==> src/rtl/core/prq_pkg.sv <==
`timescale 1ns / 1ps
// Shared types and constants of the process ready queue scheduler.
// No dependencies.
package prq_pkg;

  localparam logic FUNC_ENQUEUE = 1'b0;
  localparam logic FUNC_TICK    = 1'b1;

  localparam logic CFG_POLICY  = 1'b0;
  localparam logic CFG_QUANTUM = 1'b1;

  localparam logic [3:0] QUANTUM_RESET = 4'd2;

  typedef enum logic [1:0] {
    POL_FCFS  = 2'd0,
    POL_SJF   = 2'd1,
    POL_RR    = 2'd2,
    POL_AGING = 2'd3
  } policy_e;

  typedef enum logic [2:0] {
    OP_HOLD      = 3'd0,
    OP_LOAD      = 3'd1,
    OP_STEP      = 3'd2,
    OP_SHIFT     = 3'd3,
    OP_SORT_EVEN = 3'd4,
    OP_SORT_ODD  = 3'd5,
    OP_AGE       = 3'd6
  } cell_op_e;

  typedef struct packed {
    logic [9:0]  start;
    logic [9:0]  length;
    logic [10:0] next_line;
    logic [9:0]  score;
    logic [3:0]  owner;
  } entry_t;

  typedef struct packed {
    cell_op_e op;
    logic     by_score;
    entry_t   load;
  } cell_ctrl_t;

  typedef struct packed {
    logic       func;
    logic [9:0] start_line;
    logic [9:0] line_count;
    logic [3:0] proc_id;
  } in_item_t;

  typedef struct packed {
    logic       line_valid;
    logic [9:0] line_addr;
    logic [3:0] line_owner;
    logic       proc_finished;
    logic       queue_empty;
    logic       queue_full_error;
  } out_item_t;

endpackage

==> src/rtl/core/prq_cell.sv <==
`timescale 1ns / 1ps
// One queue slot: holds a process entry, swaps with its right neighbour
// during sort passes and shifts left on dequeue or rotate. Uses prq_pkg.
module prq_cell import prq_pkg::*; #(
  parameter int QUEUE_DEPTH = 4,
  parameter int CELL_IDX    = 0
) (
  input  logic                               clk_i,
  input  cell_ctrl_t                         ctrl_i,
  input  logic [$clog2(QUEUE_DEPTH+1)-1:0]   count_i,
  input  entry_t                             left_i,
  input  logic                               left_swap_i,
  input  entry_t                             right_i,
  input  entry_t                             head_i,
  output entry_t                             entry_o,
  output logic                               swap_o
);

  localparam int CNT_W = $clog2(QUEUE_DEPTH + 1);
  localparam logic [CNT_W-1:0] MyIdx   = CNT_W'(CELL_IDX);
  localparam logic [CNT_W-1:0] NextIdx = CNT_W'(CELL_IDX + 1);
  localparam bit IsOdd  = (CELL_IDX % 2) == 1;
  localparam bit IsHead = (CELL_IDX == 0);

  entry_t     ent_q, ent_d;
  logic [9:0] key_self, key_right;
  logic       pair_on;

  assign key_self  = ctrl_i.by_score ? ent_q.score   : ent_q.length;
  assign key_right = ctrl_i.by_score ? right_i.score : right_i.length;

  assign pair_on = ((ctrl_i.op == OP_SORT_EVEN) && !IsOdd) ||
                   ((ctrl_i.op == OP_SORT_ODD) && IsOdd);
  assign swap_o  = pair_on && (NextIdx < count_i) && (key_self > key_right);

  always_comb begin
    ent_d = ent_q;
    unique case (ctrl_i.op)
      OP_LOAD: begin
        if (count_i == MyIdx) ent_d = ctrl_i.load;
      end
      OP_STEP: begin
        if (IsHead) ent_d.next_line = ent_q.next_line + 11'd1;
      end
      OP_SHIFT: begin
        if (NextIdx < count_i) begin
          ent_d = right_i;
        end else if (NextIdx == count_i) begin
          ent_d = head_i;
        end
      end
      OP_SORT_EVEN, OP_SORT_ODD: begin
        if (swap_o) begin
          ent_d = right_i;
        end else if (left_swap_i) begin
          ent_d = left_i;
        end
      end
      OP_AGE: begin
        if (!IsHead && (MyIdx < count_i) && (ent_q.score != 10'd0)) begin
          ent_d.score = ent_q.score - 10'd1;
        end
      end
      default: ent_d = ent_q;
    endcase
  end

  always_ff @(posedge clk_i) begin
    ent_q <= ent_d;
  end

  assign entry_o = ent_q;

endmodule

==> src/rtl/core/process_ready_queue_scheduler_core.sv <==
`timescale 1ns / 1ps
// Ready queue scheduler: a row of prq_cell slots driven by a sequencer.
// Enqueue: straight to the result. Tick: under SJF or aging with a re-sort
// pending, SORT (one odd-even sort pass per cycle, QUEUE_DEPTH passes per
// sort); then STEP, then SHIFT, AGE and SORT as the policy needs. One item
// in flight, held in EMIT while the output register is stalled. Reset
// clears control state, sets policy FCFS and quantum 2; slots are not reset.
module process_ready_queue_scheduler_core import prq_pkg::*; #(
  parameter int QUEUE_DEPTH = 4
) (
  input  logic      clk_i,
  input  logic      rst_ni,
  input  logic      in_valid_i,
  output logic      in_ready_o,
  input  in_item_t  in_item_i,
  output logic      out_valid_o,
  input  logic      out_ready_i,
  output out_item_t out_item_o,
  input  logic      cfg_we_i,
  input  logic      cfg_idx_i,
  input  logic [3:0] cfg_wdata_i
);

  localparam int CNT_W  = $clog2(QUEUE_DEPTH + 1);
  localparam int PASS_W = $clog2(QUEUE_DEPTH);
  localparam logic [CNT_W-1:0]  FullCnt  = CNT_W'(QUEUE_DEPTH);
  localparam logic [PASS_W-1:0] LastPass = PASS_W'(QUEUE_DEPTH - 1);

  typedef enum logic [5:0] {
    ST_IDLE  = 6'b000001,
    ST_SORT  = 6'b000010,
    ST_STEP  = 6'b000100,
    ST_SHIFT = 6'b001000,
    ST_AGE   = 6'b010000,
    ST_EMIT  = 6'b100000
  } state_e;

  state_e            state_q, state_d;
  policy_e           policy_q, policy_d;
  logic [3:0]        quantum_q, quantum_d;
  logic              pending_q, pending_d;
  logic [CNT_W-1:0]  count_q, count_d;
  logic [3:0]        qused_q, qused_d;
  logic [PASS_W-1:0] pass_q, pass_d;
  logic              post_q, post_d;
  logic              drop_q, drop_d;
  out_item_t         res_q, res_d;
  logic              out_valid_q, out_valid_d;
  out_item_t         out_item_q, out_item_d;

  cell_ctrl_t        ctrl;
  entry_t            ent [QUEUE_DEPTH];
  logic [QUEUE_DEPTH-1:0] swap;
  entry_t            head;
  logic [10:0]       line_inc, line_end;
  logic              done;
  logic [3:0]        qlimit, qused_inc;
  logic [9:0]        new_len;

  assign head      = ent[0];
  assign line_inc  = head.next_line + 11'd1;
  assign line_end  = {1'b0, head.start} + {1'b0, head.length};
  assign done      = line_inc >= line_end;
  assign qlimit    = (quantum_q == 4'd0) ? 4'd1 : quantum_q;
  assign qused_inc = qused_q + 4'd1;
  assign new_len   = (in_item_i.line_count == 10'd0) ? 10'd1 : in_item_i.line_count;

  assign in_ready_o = (state_q == ST_IDLE);

  always_comb begin
    state_d     = state_q;
    policy_d    = policy_q;
    quantum_d   = quantum_q;
    pending_d   = pending_q;
    count_d     = count_q;
    qused_d     = qused_q;
    pass_d      = pass_q;
    post_d      = post_q;
    drop_d      = drop_q;
    res_d       = res_q;
    out_valid_d = out_valid_q;
    out_item_d  = out_item_q;

    ctrl.op             = OP_HOLD;
    ctrl.by_score       = (policy_q == POL_AGING);
    ctrl.load.start     = in_item_i.start_line;
    ctrl.load.length    = new_len;
    ctrl.load.next_line = {1'b0, in_item_i.start_line};
    ctrl.load.score     = new_len;
    ctrl.load.owner     = in_item_i.proc_id;

    if (cfg_we_i) begin
      unique case (cfg_idx_i)
        CFG_POLICY: begin
          policy_d  = policy_e'(cfg_wdata_i[1:0]);
          pending_d = 1'b1;
        end
        CFG_QUANTUM: quantum_d = cfg_wdata_i;
        default: ;
      endcase
    end

    if (out_valid_q && out_ready_i) out_valid_d = 1'b0;

    unique case (state_q)
      ST_IDLE: begin
        if (in_valid_i) begin
          res_d = '0;
          if (in_item_i.func == FUNC_ENQUEUE) begin
            if (count_q == FullCnt) begin
              res_d.queue_full_error = 1'b1;
            end else begin
              ctrl.op   = OP_LOAD;
              count_d   = count_q + CNT_W'(1);
              pending_d = 1'b1;
            end
            state_d = ST_EMIT;
          end else if (count_q == '0) begin
            state_d = ST_EMIT;
          end else begin
            pending_d = 1'b0;
            pass_d    = '0;
            post_d    = 1'b0;
            if (pending_q && (policy_q == POL_SJF || policy_q == POL_AGING)) begin
              state_d = ST_SORT;
            end else begin
              state_d = ST_STEP;
            end
          end
        end
      end
      ST_SORT: begin
        ctrl.op = pass_q[0] ? OP_SORT_ODD : OP_SORT_EVEN;
        pass_d  = pass_q + PASS_W'(1);
        if (pass_q == LastPass) begin
          state_d = post_q ? ST_EMIT : ST_STEP;
        end
      end
      ST_STEP: begin
        ctrl.op             = OP_STEP;
        res_d.line_valid    = 1'b1;
        res_d.line_addr     = head.next_line[9:0];
        res_d.line_owner    = head.owner;
        res_d.proc_finished = done;
        drop_d              = done;
        state_d             = ST_EMIT;
        case (policy_q)
          POL_RR: begin
            if (done || (qused_inc >= qlimit)) begin
              qused_d = 4'd0;
              state_d = ST_SHIFT;
            end else begin
              qused_d = qused_inc;
            end
          end
          POL_AGING: begin
            if (done) begin
              state_d = ST_SHIFT;
            end else if (head.score != 10'd0) begin
              state_d = ST_AGE;
            end
          end
          default: begin
            if (done) state_d = ST_SHIFT;
          end
        endcase
      end
      ST_SHIFT: begin
        ctrl.op = OP_SHIFT;
        if (drop_q) count_d = count_q - CNT_W'(1);
        state_d = (drop_q && policy_q == POL_AGING) ? ST_AGE : ST_EMIT;
      end
      ST_AGE: begin
        ctrl.op = OP_AGE;
        pass_d  = '0;
        post_d  = 1'b1;
        state_d = ST_SORT;
      end
      ST_EMIT: begin
        if (!out_valid_q || out_ready_i) begin
          out_valid_d            = 1'b1;
          out_item_d             = res_q;
          out_item_d.queue_empty = (count_q == '0);
          state_d                = ST_IDLE;
        end
      end
      default: state_d = ST_IDLE;
    endcase
  end

  always_ff @(posedge clk_i or negedge rst_ni) begin
    if (!rst_ni) begin
      state_q     <= ST_IDLE;
      policy_q    <= POL_FCFS;
      quantum_q   <= QUANTUM_RESET;
      pending_q   <= 1'b0;
      count_q     <= '0;
      qused_q     <= 4'd0;
      pass_q      <= '0;
      post_q      <= 1'b0;
      drop_q      <= 1'b0;
      out_valid_q <= 1'b0;
    end else begin
      state_q     <= state_d;
      policy_q    <= policy_d;
      quantum_q   <= quantum_d;
      pending_q   <= pending_d;
      count_q     <= count_d;
      qused_q     <= qused_d;
      pass_q      <= pass_d;
      post_q      <= post_d;
      drop_q      <= drop_d;
      out_valid_q <= out_valid_d;
    end
  end

  always_ff @(posedge clk_i) begin
    res_q      <= res_d;
    out_item_q <= out_item_d;
  end

  for (genvar g = 0; g < QUEUE_DEPTH; g++) begin : g_cell
    entry_t left_ent, right_ent;
    logic   left_swap;

    if (g == 0) begin : g_first
      assign left_ent  = ent[0];
      assign left_swap = 1'b0;
    end else begin : g_mid
      assign left_ent  = ent[g-1];
      assign left_swap = swap[g-1];
    end

    if (g == QUEUE_DEPTH - 1) begin : g_last
      assign right_ent = ent[g];
    end else begin : g_inner
      assign right_ent = ent[g+1];
    end

    prq_cell #(
      .QUEUE_DEPTH (QUEUE_DEPTH),
      .CELL_IDX    (g)
    ) u_cell (
      .clk_i       (clk_i),
      .ctrl_i      (ctrl),
      .count_i     (count_q),
      .left_i      (left_ent),
      .left_swap_i (left_swap),
      .right_i     (right_ent),
      .head_i      (head),
      .entry_o     (ent[g]),
      .swap_o      (swap[g])
    );
  end

  assign out_valid_o = out_valid_q;
  assign out_item_o  = out_item_q;

endmodule

==> config.mk <==
export PLATFORM = sky130hd
export DESIGN_NAME = process_ready_queue_scheduler_core
export DESIGN_NICKNAME = d
export VERILOG_FILES = /design/src/rtl/core/prq_pkg.sv /design/src/rtl/core/prq_cell.sv /design/src/rtl/core/process_ready_queue_scheduler_core.sv
export SDC_FILE = /design/constraint.sdc
export NUM_CORES = 1
export LEC_CHECK = 0
export ABC_AREA = 0
export BUFFER_PORTS_ARGS = -buffer_cell sky130_fd_sc_hd__buf_4
export CORE_ASPECT_RATIO = 1.75
export CORE_MARGIN = 1.5
export CORE_UTILIZATION = 50
export CTS_CLUSTER_DIAMETER = 120
export DETAILED_ROUTE_END_ITERATION = 10
export GPL_TIMING_DRIVEN = 0
export PLACE_DENSITY = 0.67
export REMOVE_ABC_BUFFERS = 1
export SLEW_MARGIN = 10
export SYNTH_ARGS = -nofsm -noshare
export SYNTH_HDL_FRONTEND = slang
export SYNTH_SLANG_ARGS = --single-unit
==> constraint.sdc <==
create_clock -name clk_i -period 6.51 [get_ports clk_i]
set_input_delay 0.3255 -clock clk_i [delete_from_list [all_inputs] [get_ports clk_i]]
set_output_delay 0.3255 -clock clk_i [all_outputs]
set_load 0.005 [all_outputs]
==> metrics.yaml, run 1 <==
outcome:
  status: "complete, no violations"
routing:
  drt_iter0_markers: 1098
  vias: 12041
  routed_wl_mm: 43.8
  ant_nets: 0
  first_pass_iters: 5
  viasPerCell: 6.46
  wire_per_inst_um: 23.5
  drc: 0
sta:
  fin_crit_ns: 4.59
  hold_slack_ns: 0.0257
  timing.fmax_mhz: 218
  slew-limit-headroom_pct: 12.0
  rsz0062_at_grt: "false"
  slew_violations: 0
  setup_slack_ns: 1.92
  finalSetupTns_ns: 0
  final_hold_viol_count: 0
  fin_skew_ns: 0.0190
  tightest_slew_ns: 1.32
  min_period_over_period_pct: 70.5
  setup_viol: 0
global_routing:
  grt_pass1_vias: 12177
  antenna_found_initial: 0
  met3_usage_pct: 2.89
  track_usage_pct: 28.4
  use_met1_pct: 32.7
  grt.overflow.total: 0
  use_met2_pct: 51.4
  top_usage_layer: "met2"
  grt_max_degree: 55
  grt_pass1_wl_mm: 67.7
pwr:
  pwr-share-clk_pct: 21.3
  swShare_pct: 38.0
  netSwitchingPower_mw: 2.37
  comb_power_share_pct: 37.0
  p_int_mw: 3.87
  total_power_mw: 6.23
  leakage_nw: 6.85
  p_per_area_nw_per_um2: 367
  ir_drop_v: 0.000261
  share_seq_of_total_power_pct: 41.7
hold_path:
  hold-path-cell-count: 2
  hold_class: "input pin to register"
  min_to: "quantum_q[3]"
  min_from: "cfg_wdata_i[3]"
placed_design:
  place_ws_ns: 1.87
  placed_cells: 1820
  dp_hpwl_mm: 31.2
  placed_area_sq_um: 16200
  place_congestion: 0.868
  portBuffers: 54
cts:
  clkSinkCount: 240
  cts_root_buf: "clkbuf_16"
  cts_buffers: 23
  cts_setup_buffers: 0
  clock_latency_ns: 0.54
  path_clk_slew_ns: 0.06
  clockBufferDepth: 3
  cts_tree: "yes"
  htreeDepth: 1
synth:
  yosysSeqAreaShare_pct: 47.6
  yosysMostFrequentCell: "nand2_1"
  async_reset_ff_share_pct: 10.4
  synth_top_area_share_pct: 43.4
  syn_avg_cell_area_sq_um: 10.5
  synth-seq-cells: 240
  synth_cells: 1424
  yosysWarningCount: 0
  yosysTopAreaCell: "edfxtp_1"
  synth_cell_type_count: 73
  synthTopCellsByCount: "nand2_1, edfxtp_1, mux2i_1"
  synth_edf_count: 215
  ys.flop_type: "edfxtp_1"
  ys_top_cells_by_area: "edfxtp_1, mux2i_1, nand2_1"
  netlist_area_sq_um: 14900
floorplanning:
  num_rows: 83
  core_sq_um: 29300
  die_w_um: 133
  die-height_um: 231
  die_area_sq_um: 30900
  start_util_pct: 50.8
  io_pins: 55
setup_path:
  worstPathArrival_ns: 4.75
  r2r_end: "g_cell[0].u_cell.entry_o[19]"
  critPathSlowestCell: "or2_1"
  end_kind: "register"
  cpMostUsedCell: "buf_12"
  crit_path_max_incr_delay_ns: 0.54
  crit_type: "register to register"
  rrSetupSlack_ns: 1.92
  path_cells: "nand2_2 > buf_12 > mux2_2 > ha_1 > nand4_1 > a211oi_1 > a2111oi_0 > o41ai_1 > and3_2 > buf_12 > or2_1"
  critPathRequiredTime_ns: 6.67
  crit_path_start_kind: "register"
  crit_fanout: 37
  reg2reg_from: "policy_q[0]"
  reg2reg_depth: 11
cells_and_area:
  insertedDiodeCount: 0
  drive_gt1_share_pct: 13.4
  fin_util_pct: 58.0
  area_growth_pct: 14.0
  nNetsFinal: 1568
  finalInstanceArea_sq_um: 17000
  final_cell_count_no_fill: 1864
flow_run:
  max_cap_viol_count: 0
cells by family (layout without fill, tap and decap cells):
group                    after synthesis  count (layout)  share of synthesized area (%)
buffers and inverters                145             203                           4.00
flip-flops                           240             240                           47.6
adder cells (fa/ha/maj)               68              68                           5.76
AO/OA/AOI/OAI                        303             303                           14.5
AND/OR/NAND/NOR                      459             459                           14.2
XOR/XNOR                              41              41                           2.41
multiplexers                         168             168                           11.6
layout make-up:
cell class / instances / area [sq um]
fill: 2568 / 12300
multi-input combinational: 1039 / 7320
sequential: 240 / 7090
timing repair buffer: 110 / 1190
clock buffer: 30 / 632
tap: 382 / 478
inverter: 51 / 191
clock inverter: 12 / 83.8
cells in the final DEF (no fill, tap or decap), types with 13 or more instances in the layout:
cell type / count
a22oi_1: 39
o221ai_1: 46
and3_1: 16
o21ai_0: 68
dfrtp_1: 22
buf_4: 73
and2_1: 13
xnor2_1: 20
xor2_1: 21
ha_1: 67
o2111ai_1: 18
mux2i_1: 135
clkbuf_16: 23
inv_1: 50
nand3_1: 52
edfxtp_1: 215
buf_8: 21
a311o_1: 21
a21oi_1: 39
nor2_1: 59
mux2_2: 33
nand2_1: 238
layer usage:
| metal | share of wire (%) | routed length, um |
|---|---|---|
| met4 | 5.5 | 2400 |
| met1 | 38 | 16600 |
| met5 | 0 | 0 |
| met3 | 5.3 | 2330 |
| met2 | 51 | 22500 |
sequential cells by signal, summed over array words and instances (netlist names):
name,flops
out_item_o,18
quantum_q,4
res_q,17
out_valid_o,1
g_cell.u_cell.entry_o,180
count_q,3
qused_q,4
pass_q,2
state_q,6
policy_q,2
pending_q,1
drop_q,1
post_q,1
worst max path at each step:
stage          slack [ns]   startpoint                            to  depth (start not counted)
4_1_cts              1.86  policy_q[0]  g_cell[0].u_cell.entry_o[19]                         11
3_3_place_gp       -11.34   count_q[2]  g_cell[2].u_cell.entry_o[39]                          5
3_5_place_dp         1.87  policy_q[0]  g_cell[0].u_cell.entry_o[22]                         11
5_1_grt              1.60  policy_q[0]  g_cell[0].u_cell.entry_o[19]                         11
2_1_floorplan       -2.92   count_q[2]   g_cell[2].u_cell.entry_o[0]                          5
6_report             1.92  policy_q[0]  g_cell[0].u_cell.entry_o[19]                         11
power by group through the flow:
stage / Clock [mW] / Sequential, mW / Combinational, mW
floorplan: 0 / 2.51 / 1.48
global placement: 0 / 2.70 / 2.06
detailed placement: 0 / 2.62 / 2.28
CTS: 1.35 / 2.59 / 2.29
global route: 1.40 / 2.64 / 2.52
finish: 1.33 / 2.60 / 2.31
what timing repair did:
| item | 4_1_cts | 5_1_grt |
|---|---|---|
| setup endpoints to repair | 0 | 0 |
| resized for setup | 0 | 0 |
| hold endpoints to repair | 26 | 0 |
| hold buffers | 2 | 0 |
critical path: cells and delay by family (launching register included):
| kind | cells | cell delay [ns] |
|---|---|---|
| AO/OA/AOI/OAI | 3 | 0.96 |
| flip-flops | 1 | 0.45 |
| adder cells (fa/ha/maj) | 1 | 0.30 |
| AND/OR/NAND/NOR | 4 | 1.55 |
| multiplexers | 1 | 0.37 |
| buffers and inverters | 2 | 0.54 |
Note: power is estimated with default switching activity, not from simulation.
==> run 2: changes to the inputs <==
==> constraint.sdc (replaced) <==
create_clock -name clk_i -period 4.4 [get_ports clk_i]
set_input_delay 0.22 -clock clk_i [delete_from_list [all_inputs] [get_ports clk_i]]
set_output_delay 0.22 -clock clk_i [all_outputs]
set_load 0.005 [all_outputs]
==> metrics.yaml, run 2 (synthesized netlist as in run 1, its figures left out) <==
outcome:
  status: "complete, no violations"
floorplanning:
  core_sq_um: 29300
  die_area_sq_um: 30900
  io_pins: 55
  start_util_pct: 50.8
  die-height_um: 231
  die_w_um: 133
  num_rows: 83
pwr:
  ir_drop_v: 0.000387
  p_per_area_nw_per_um2: 539
  leakage_nw: 6.93
sta:
  timing.fmax_mhz: 239
  min_period_over_period_pct: 95.0
  slew_violations: 0
  setup_viol: 0
  tightest_slew_ns: 1.31
  slew-limit-headroom_pct: 12.1
  rsz0062_at_grt: "false"
  final_hold_viol_count: 0
  fin_skew_ns: 0.0211
  finalSetupTns_ns: 0
  fin_crit_ns: 4.18
cells_and_area:
  largest_reg_flops: 180
  final_common_cell: "nand2_1"
  insertedDiodeCount: 0
  mostFrequentLayoutCells: "nand2_1, edfxtp_1, mux2i_1"
  fin_util_pct: 58.7
  nNetsFinal: 1585
  area_growth_pct: 15.4
  drive_gt1_share_pct: 13.6
placed_design:
  dp_hpwl_mm: 31.2
  portBuffers: 54
  place_congestion: 0.868
global_routing:
  grt_pass1_wl_mm: 67.9
  grt_pass1_vias: 12213
  track_usage_pct: 28.4
  grt_max_degree: 55
  antenna_found_initial: 0
  grt.overflow.total: 0
setup_path:
  worstPathArrival_ns: 4.45
  crit_path_start_kind: "register"
  rrSetupSlack_ns: 0.22
  critPathRequiredTime_ns: 4.67
  end_kind: "register"
  crit_fanout: 6
  crit_type: "register to register"
cts:
  cts_buffers: 23
  clockBufferDepth: 3
  cts_tree: "yes"
  htreeDepth: 1
  cts_root_buf: "clkbuf_16"
  clkSinkCount: 240
  path_clk_slew_ns: 0.07
  clock_latency_ns: 0.54
routing:
  viasPerCell: 6.44
  routed_wl_mm: 43.9
  vias: 12112
  drc: 0
  drt_iter0_markers: 1102
  ant_nets: 0
  first_pass_iters: 5
  wire_per_inst_um: 23.3
flow_run:
  max_cap_viol_count: 0
hold_path:
  hold_class: "input pin to register"
==> run 2: power by group <==
| part | switching, mW | leakage [nW] | internal [mW] |
|---|---|---|---|
| logic | 2.01 | 4.28 | 1.44 |
| registers | 0.608 | 2.30 | 3.24 |
| clock network | 0.890 | 0.352 | 1.07 |
==> run 2: critical path, cell delays in order (launching register included) <==
cell and delay (ns):
edfxtp_1 0.52, ha_1 0.39, nor2b_1 0.17, o31a_1 0.26, or4_1 0.46, nand2_1 0.14, xor2_1 0.17, ha_1 0.26
and3_1 0.17, a221oi_1 0.27, o21ai_0 0.23, a31oi_1 0.59, o21ba_2 0.25, nor2_1 0.05
==> run 2: cell type report <==
type / count / area, sq um
multi-input cells: 1039 / 7350
flip-flops and latches: 240 / 7090
clock buffers: 30 / 632
inverters: 51 / 191
clock inverters: 12 / 83.8
repair buffers: 127 / 1350
fillers: 2552 / 12100
well taps: 382 / 478
==> run 2: metrics by stage <==
step	cell area [sq um]	std cells	power [mW]	worst slack (ns)	hold WS (ns)
2_1_floorplan	14500	1330	5.90	-5.03	-0.0756
3_3_place_gp	15400	1766	6.95	-13.45	0.141
3_5_place_dp	16200	1820	7.24	-0.237	0.148
4_1_cts	17100	1878	9.24	-0.00355	0.00518
5_1_grt	17200	1881	9.74	0.0191	0.0262
6_report	17200	1881	9.25	0.221	0.0225
==> run 2: final timing paths <==
path | startpoint | end | cells past startpoint
max in group asynchronous | rst_ni | quantum_q[1] | 2
min reg2reg | res_q[6] | out_item_o[6] | 0
min | in_item_i[22] | g_cell[0].u_cell.entry_o[22] | 3
max | g_cell[0].u_cell.entry_o[27] | res_q[2] | 13
max reg2reg | g_cell[0].u_cell.entry_o[27] | res_q[2] | 13
min in group asynchronous | rst_ni | out_valid_o | 2
==> run 2: repair_timing <==
item	4_1_cts	5_1_grt
endpoints found under the hold margin	42	0
pin swaps	1	1
setup buffers	0	3
endpoints found under the setup margin	24	53
resized for setup	3	4
hold buffers	16	0
==> run 2: routing by layer <==
layer | global-route usage, % | routed length, um
met2 | 51.7 | 22800
met3 | 2.89 | 2360
met1 | 32.7 | 16300
met5 | 0 | 0
met4 | 15.2 | 2390
==> run 3: changes to the inputs <==
--- a/config.mk
+++ b/config.mk
@@ -13,9 +13,10 @@
 export CTS_CLUSTER_DIAMETER = 120
 export DETAILED_ROUTE_END_ITERATION = 10
 export GPL_TIMING_DRIVEN = 0
-export PLACE_DENSITY = 0.67
+export PLACE_DENSITY = 0.66
 export REMOVE_ABC_BUFFERS = 1
 export SLEW_MARGIN = 10
 export SYNTH_ARGS = -nofsm -noshare
 export SYNTH_HDL_FRONTEND = slang
+export SYNTH_HIERARCHICAL = 1
 export SYNTH_SLANG_ARGS = --single-unit
==> metrics.yaml, run 3 <==
cells_and_area:
  final_common_cell: "nand2_1"
  ff_latch_area_sq_um: 7090
  multi_input_area_sq_um: 12600
  drive_gt1_share_pct: 12.8
  largest_reg_flops: 180
  mostFrequentLayoutCells: "nand2_1, edfxtp_1, nand3_1"
  fillerInstances: 3595
  nNetsFinal: 2464
  final_cell_count_no_fill: 2924
  area_growth_pct: 13.6
  finalInstanceArea_sq_um: 23700
setup_path:
  critPathRequiredTime_ns: 4.71
  crit_path_start_kind: "register"
  crit_type: "register to register"
  end_kind: "register"
  worstPathArrival_ns: 4.66
  crit_fanout: 33
sta:
  fin_crit_ns: 4.35
  hold_slack_ns: 0.0334
  min_period_over_period_pct: 98.8
  fin_skew_ns: 0.0273
  slew-limit-headroom_pct: 20.5
  final_hold_viol_count: 0
  slew_violations: 0
  setup_slack_ns: 0.0532
  timing.fmax_mhz: 230
  setup_viol: 0
  tightest_slew_ns: 1.18
placed_design:
  dp_hpwl_mm: 53.0
  portBuffers: 54
  place_congestion: 0.941
  placed_cells: 2852
  placed_area_sq_um: 22400
  place_ws_ns: -1.03
floorplanning:
  die-height_um: 273
  num_rows: 98
  io_pins: 55
  die_area_sq_um: 42900
  start_util_pct: 50.8
  core_sq_um: 41000
  die_w_um: 157
pwr:
  leakage_nw: 8.78
  p_per_area_nw_per_um2: 474
  ir_drop_v: 0.000284
  total_power_mw: 11.2
global_routing:
  grt_max_degree: 78
  track_usage_pct: 37.6
  antenna_found_initial: 1
  grt_pass1_vias: 21141
  grt.overflow.total: 0
  grt_pass1_wl_mm: 123
routing:
  first_pass_iters: 8
  routed_wl_mm: 81.3
  vias: 21354
  viasPerCell: 7.30
  ant_nets: 0
  drt_iter0_markers: 2496
  wire_per_inst_um: 27.8
  drc: 0
flow_run:
  max_cap_viol_count: 0
cts:
  path_clk_slew_ns: 0.07
  cts_tree: "yes"
  cts_root_buf: "clkbuf_16"
  cts_buffers: 26
  clkSinkCount: 240
  clock_latency_ns: 0.58
  htreeDepth: 1
  clockBufferDepth: 3
synth:
  netlist_area_sq_um: 20800
  syn_avg_cell_area_sq_um: 8.70
  yosysWarningCount: 6
  synth_cells: 2393
outcome:
  status: "complete, no violations"
hold_path:
  hold_class: "input pin to register"
-- run 3: worst paths after layout --
kind | slack [ns] | endpoint | cells past startpoint | start
setup / recovery | 0.05 | g_cell[3].u_cell/entry_o[25] | 11 | policy_q[0]
hold / removal | 0.03 | g_cell[0].u_cell/entry_o[2] | 3 | in_item_i[2]
setup reg to reg | 0.05 | g_cell[3].u_cell/entry_o[25] | 11 | policy_q[0]
hold reg to reg | 0.41 | out_item_o[8] | 0 | res_q[8]
max in group asynchronous | 4.00 | state_q[0] | 2 | rst_ni
min in group asynchronous | 0.09 | quantum_q[0] | 2 | rst_ni
-- run 3: cell type report --
class / count / share of cell area [%]
multi-input combinational: 1823 / 53.3
tap: 550 / 2.91
sequential: 240 / 30.0
inverter: 125 / 2.23
timing repair buffer: 139 / 7.74
clock inverter: 18 / 0.978
clock buffer: 28 / 2.87
antenna: 1 / 0.0106
-- run 3: layer usage --
metal  part of all wire (%)  track usage (%)  wire (um)  vias up
li1                       -                -          -     9179
met1                     33             41.5      27000    10156
met2                     48             62.3      39300     1521
met3                    9.5             7.22       7720      498
met4                    9.1             30.5       7370        0
met5                      0                0          0        -
-- run 3: what timing repair did --
item | 4_1_cts | 5_1_grt
buffers inserted | 13 | 2
cloned | 2 | 1
hold buffers | 7 | 0
endpoints found under the setup margin | 222 | 196
resized for setup | 18 | 7
endpoints found under the hold margin | 34 | 0
pin swaps | 9 | 2
-- run 3: power breakdown --
group          internal [mW]  switching [mW]  total [mW]
clock network           1.41            1.05        2.46
logic                   2.03            3.14        5.17
registers               2.92           0.662        3.59
-- run 3: worst max-delay path: stages (launching register included) --
cell,delay [ns]
dfrtp_1,0.46
nand2_1,0.18
bufinv_16,0.35
buf_16,0.23
mux2_2,0.36
ha_1,0.33
nand4_1,0.39
o311ai_4,0.59
nor2_1,0.22
a221oi_1,0.54
nor2_4,0.17
buf_12,0.21
-- run 3: through the flow --
step	TNS, ns	utilization [%]
after floorplan	-800.83	-
after global placement	-2517.78	51.3
after detailed placement	-108.89	54.7
after CTS	0	57.6
after global routing	-0.386	57.8
final	0	57.8
